File: src/hw/rtl/pit_fifo.sv
// Small register FIFO; Depth must be a power of two.
// Overflow is prevented by the caller's credit counting. No package use.
`timescale 1ns / 1ps

module pit_fifo #(
  parameter int unsigned Width = 8,
  parameter int unsigned Depth = 8
) (
  input  logic             clk_i,
  input  logic             rst_ni,
  input  logic             push_i,
  input  logic [Width-1:0] data_i,
  input  logic             pop_i,
  output logic [Width-1:0] data_o,
  output logic             empty_o
);

  localparam int unsigned AW = (Depth > 1) ? $clog2(Depth) : 1;
  localparam int unsigned CW = $clog2(Depth + 1);

  logic [Width-1:0] mem_q [Depth];
  logic [AW-1:0]    wr_ptr_q, wr_ptr_d, rd_ptr_q, rd_ptr_d;
  logic [CW-1:0]    cnt_q, cnt_d;

  always_comb begin
    wr_ptr_d = push_i ? wr_ptr_q + AW'(1) : wr_ptr_q;
    rd_ptr_d = pop_i ? rd_ptr_q + AW'(1) : rd_ptr_q;
    cnt_d    = cnt_q + CW'(push_i) - CW'(pop_i);
  end

  always_ff @(posedge clk_i or negedge rst_ni) begin
    if (!rst_ni) begin
      wr_ptr_q <= '0;
      rd_ptr_q <= '0;
      cnt_q    <= '0;
    end else begin
      wr_ptr_q <= wr_ptr_d;
      rd_ptr_q <= rd_ptr_d;
      cnt_q    <= cnt_d;
    end
  end

  always_ff @(posedge clk_i) begin
    if (push_i) begin
      mem_q[wr_ptr_q] <= data_i;
    end
  end

  assign data_o  = mem_q[rd_ptr_q];
  assign empty_o = (cnt_q == '0);

endmodule

File: config.mk
export PLATFORM = sky130hd
export DESIGN_NAME = pit_fifo
export DESIGN_NICKNAME = d
export VERILOG_FILES = /design/src/hw/rtl/pit_fifo.sv
export SDC_FILE = /design/constraint.sdc
export NUM_CORES = 1
export LEC_CHECK = 0
export BUFFER_PORTS_ARGS = -buffer_cell sky130_fd_sc_hd__buf_2
export CAP_MARGIN = 20
export CORE_ASPECT_RATIO = 0.8
export CORE_MARGIN = 1.5
export CORE_UTILIZATION = 55
export DETAILED_ROUTE_END_ITERATION = 7
export PLACE_DENSITY = 0.83
export SYNTH_ARGS = -nofsm -noshare
export SYNTH_HDL_FRONTEND = slang
export SYNTH_SLANG_ARGS = --single-unit
File: constraint.sdc
create_clock -name clk_i -period 1.98 [get_ports clk_i]
set_input_delay 0.099 -clock clk_i [delete_from_list [all_inputs] [get_ports clk_i]]
set_output_delay 0.099 -clock clk_i [all_outputs]
set_load 0.005 [all_outputs]
==> flow_summary_export.csv <==
group,metric,value,unit
grt,grt_pass1_wl,8.06,mm
floorplan,dieArea,5950,µm²
layout,nets,209,
grt,antenna_found_initial,0,
floorplan,die_y,69.3,µm
worst_setup_path,path_depth,4,
cts,cts.sinks,74,
routing,vias,1450,
timing,maxSlewViolCount,0,
floorplan,dieWidth,85.9,µm
min_path,hold_path_class,"in -> reg",
placement,post_dp_cell_area,3250,µm²
logic_synthesis,async_flop_share,0.135,
logic_synthesis,yosys.area.top_type,"edfxtp_1",
logic_synthesis,yosys-top-cells-count,"edfxtp_1 (64), mux4_1 (16), dfrtp_1 (10), mux2_2 (10), inv_1 (8)",
cts,cts_tree,"yes",
layout,syn_to_final_growth,17.3,%
timing,fin_crit_sh,1.00,
routing,postRouteAntennaNets,0,
placement,pre_cts_ws,0.363,ns
timing,hold_ws,0.0231,ns
timing,clock-skew-final,0.00924,ns
worst_setup_path,timing.critical_path.buf_inv,2,
worst_setup_path,worstReg2RegEnd,"cnt_q[1]$_DFF_PN0_",
grt,overflow,0,
worst_setup_path,critical-path-top-delay-family,"multiplexers",
routing,routed_via_density,5.66,
worst_setup_path,r2r_slack,0.42,ns
cts,numCtsBuffers,9,
timing,max-slew-margin-rel,0.664,
worst_setup_path,crit_start,"rd_ptr_q[0]$_DFFE_PN0P_",
logic_synthesis,yosys-top-cells-area,"edfxtp_1 (64%), mux4_1 (14%), dfrtp_1 (8.3%), mux2_2 (3.7%), ha_1 (2.9%)",
timing,worstMarginPinSlew,0.504,ns
timing,setup_violations,1,
pwr,p_per_area,1400,nW/µm²
worst_setup_path,cp-endpoint,"data_o[1]",
timing,rsz0062_at_grt,"true",
worst_setup_path,cp_slowest_cell,"mux4_1",
routing,drc_errors,0,
logic_synthesis,yosysWarningCount,0,
worst_setup_path,reg2reg_depth,7,
worst_setup_path,crit_chain,"buf_12 > mux4_1 > mux2_2 > buf_2",
logic_synthesis,postSynthAreaPerCell,20.9,µm²
timing,fmax,0.505,GHz
floorplan,rows,23,
layout,regArea,2170,µm²
logic_synthesis,synth_edf_count,64,
logic_synthesis,netlist_instances,145,
min_path,hold_path.startpoint,"data_i[3]",
cts,htreeDepth,3,
floorplan,io_pins,21,
grt,grt_max_degree,18,
logic_synthesis,syn_nets,165,
routing,drt-total-wl,4.90,mm
layout,stdcell_area,3550,µm²
layout,multiInputGateArea,778,µm²
layout,layout-drive-gt1-share,0.299,
cts,root_buffer,"clkbuf_8",
logic_synthesis,yosysMostFrequentCell,"edfxtp_1",
routing,drtPass1Iterations,4,
cts,clk_latency,0.35,ns
grt,grt_pass1_vias,1559,
logic_synthesis,ys_types,20,
pwr,power.ir.vdd_worst,0.00105,V
timing,final.setup.worst_slack,-0.000926,ns
outcome,status,"complete, but fails checks",
logic_synthesis,syn-cell-area,3020,µm²
logic_synthesis,yosysSeqAreaShare,0.718,
worst_setup_path,path_class,"reg -> out",
timing,hold_violations,0,
routing,post_drt_wl_per_cell,19.1,µm
logic_synthesis,yosysTopAreaCellShare,0.635,
cts,ctsResizeCount,0,
grt,grt_usage,0.196,
worst_setup_path,critical_path_arrival,1.88,ns
layout,n_antenna_cell,0,
cts,clk_path_buf_depth,2,
timing,period_minus_slack,1.98,ns
run,cap_violations,0,
floorplan,start_util,0.587,
placement,globalplace.congestion,0.779,
floorplan,coreArea,5150,µm²
pwr,fin_total_pwr,0.00496,W
worst_setup_path,slowest_delay,0.55,ns
layout,fill_cells,320,
worst_setup_path,required,1.88,ns
outcome,violations,"setup timing",
layout,fin_util,0.688,
pwr,p_leak,1.34,nW
worst_setup_path,crit_path_max_fanout,17,
worst_setup_path,r2r-start,"cnt_q[0]$_DFF_PN0_",
worst_setup_path,startpoint_type,"register",
worst_setup_path,crit_path_end_kind,"output pin",
routing,drt_iter0_drc,44,
placement,io_buffers,20,
logic_synthesis,synth-seq-cells,74,
logic_synthesis,synth_ff_type,"edfxtp_1",
cts,path_clk_slew,0.08,ns
placement,hpwlAfterDp,3.14,mm
==> cells by family after synthesis <==
| kind of cell | after synthesis | share of synthesized area |
|---|---|---|
| adders and majority gates | 8 | 0.0356 |
| xor gates and xnor gates | 6 | 0.0174 |
| muxes | 26 | 0.176 |
| DFF | 74 | 0.718 |
| AOI/OAI and AO/OA | 2 | 0.00414 |
| buffers and inverters | 13 | 0.0244 |
| and+or+nand+nor | 16 | 0.0240 |
==> worst min path at each step <==
stage	cells past startpoint	endpoint
floorplan	0	cnt_q[0]$_DFF_PN0_
global placement	1	wr_ptr_q[2]$_DFFE_PN0P_
detailed placement	1	wr_ptr_q[0]$_DFFE_PN0P_
CTS	1	mem_q[5][3]$_DFFE_PP_
global route	1	mem_q[4][3]$_DFFE_PP_
finish	1	mem_q[4][3]$_DFFE_PP_
==> per-layer routing <==
metal  global-route usage  vias to the layer above  wire (µm)
met5                    0                        -          0
met4               0.0753                        0         55
met3               0.0798                        9        232
met2                0.322                       33       2530
met1                0.234                      741       2080
li1                     -                      667          -
==> where the power goes <==
group	internal (W)	total, W	leakage (nW)	switching (W)
logic	0.000846	0.00153	0.537	0.000683
clock network	0.000719	0.00127	0.106	0.000547
registers	0.00201	0.00217	0.698	0.000161
==> layout make-up <==
| type | instances | share of cell area |
|---|---|---|
| Inverter | 8 | 0.00847 |
| Tap cell | 62 | 0.0219 |
| Clock buffer | 9 | 0.0349 |
| Multi-Input combinational cell | 58 | 0.219 |
| Timing Repair Buffer | 38 | 0.0741 |
| Sequential cell | 74 | 0.613 |
| Clock inverter | 7 | 0.0286 |
==> registers in the layout, indices dropped and copies added (netlist names) <==
signal / count
cnt_q: 4
mem_q: 64
wr_ptr_q: 3
rd_ptr_q: 3
==> cell usage in the layout (no fill, tap or decap) <==
master and n:
ha_1 7, dfrtp_1 10, fa_1 1, nor3_1 2, a21o_1 1, buf_2 20, edfxtp_1 64, inv_1 8
and3_1 1, buf_12 1, dlygate4sd3_1 6, xnor2_1 3, clkinvlp_4 2, buf_4 11, nor2_1 6, mux4_1 16
a21oi_1 1, clkinv_4 1, nand2b_1 3, nand2_1 4, mux2_2 10, clkbuf_8 9, xor2_1 3, bufinv_16 2
inv_6 2
==> worst reg2reg max path, cell delays in order (launching register included) <==
cell	delay [ns]
dfrtp_1	0.36
inv_1	0.07
ha_1	0.22
inv_1	0.05
ha_1	0.17
inv_1	0.06
fa_1	0.48
inv_1	0.04
==> through the flow <==
stage,instances,setup TNS (ns)
6_report,256,-0.000926
5_1_grt,256,-0.486
3_5_place_dp,233,0
2_1_floorplan,145,0
3_3_place_gp,233,0
4_1_cts,255,-0.111
==> timing repair <==
action	in CTS	in global routing
pin swaps	0	0
hold buffers	5	1
buffers inserted	1	0
endpoints found under the hold margin	26	8
gates cloned	0	0
endpoints found under the setup margin	8	8
Note: power is estimated with default switching activity, not from simulation.
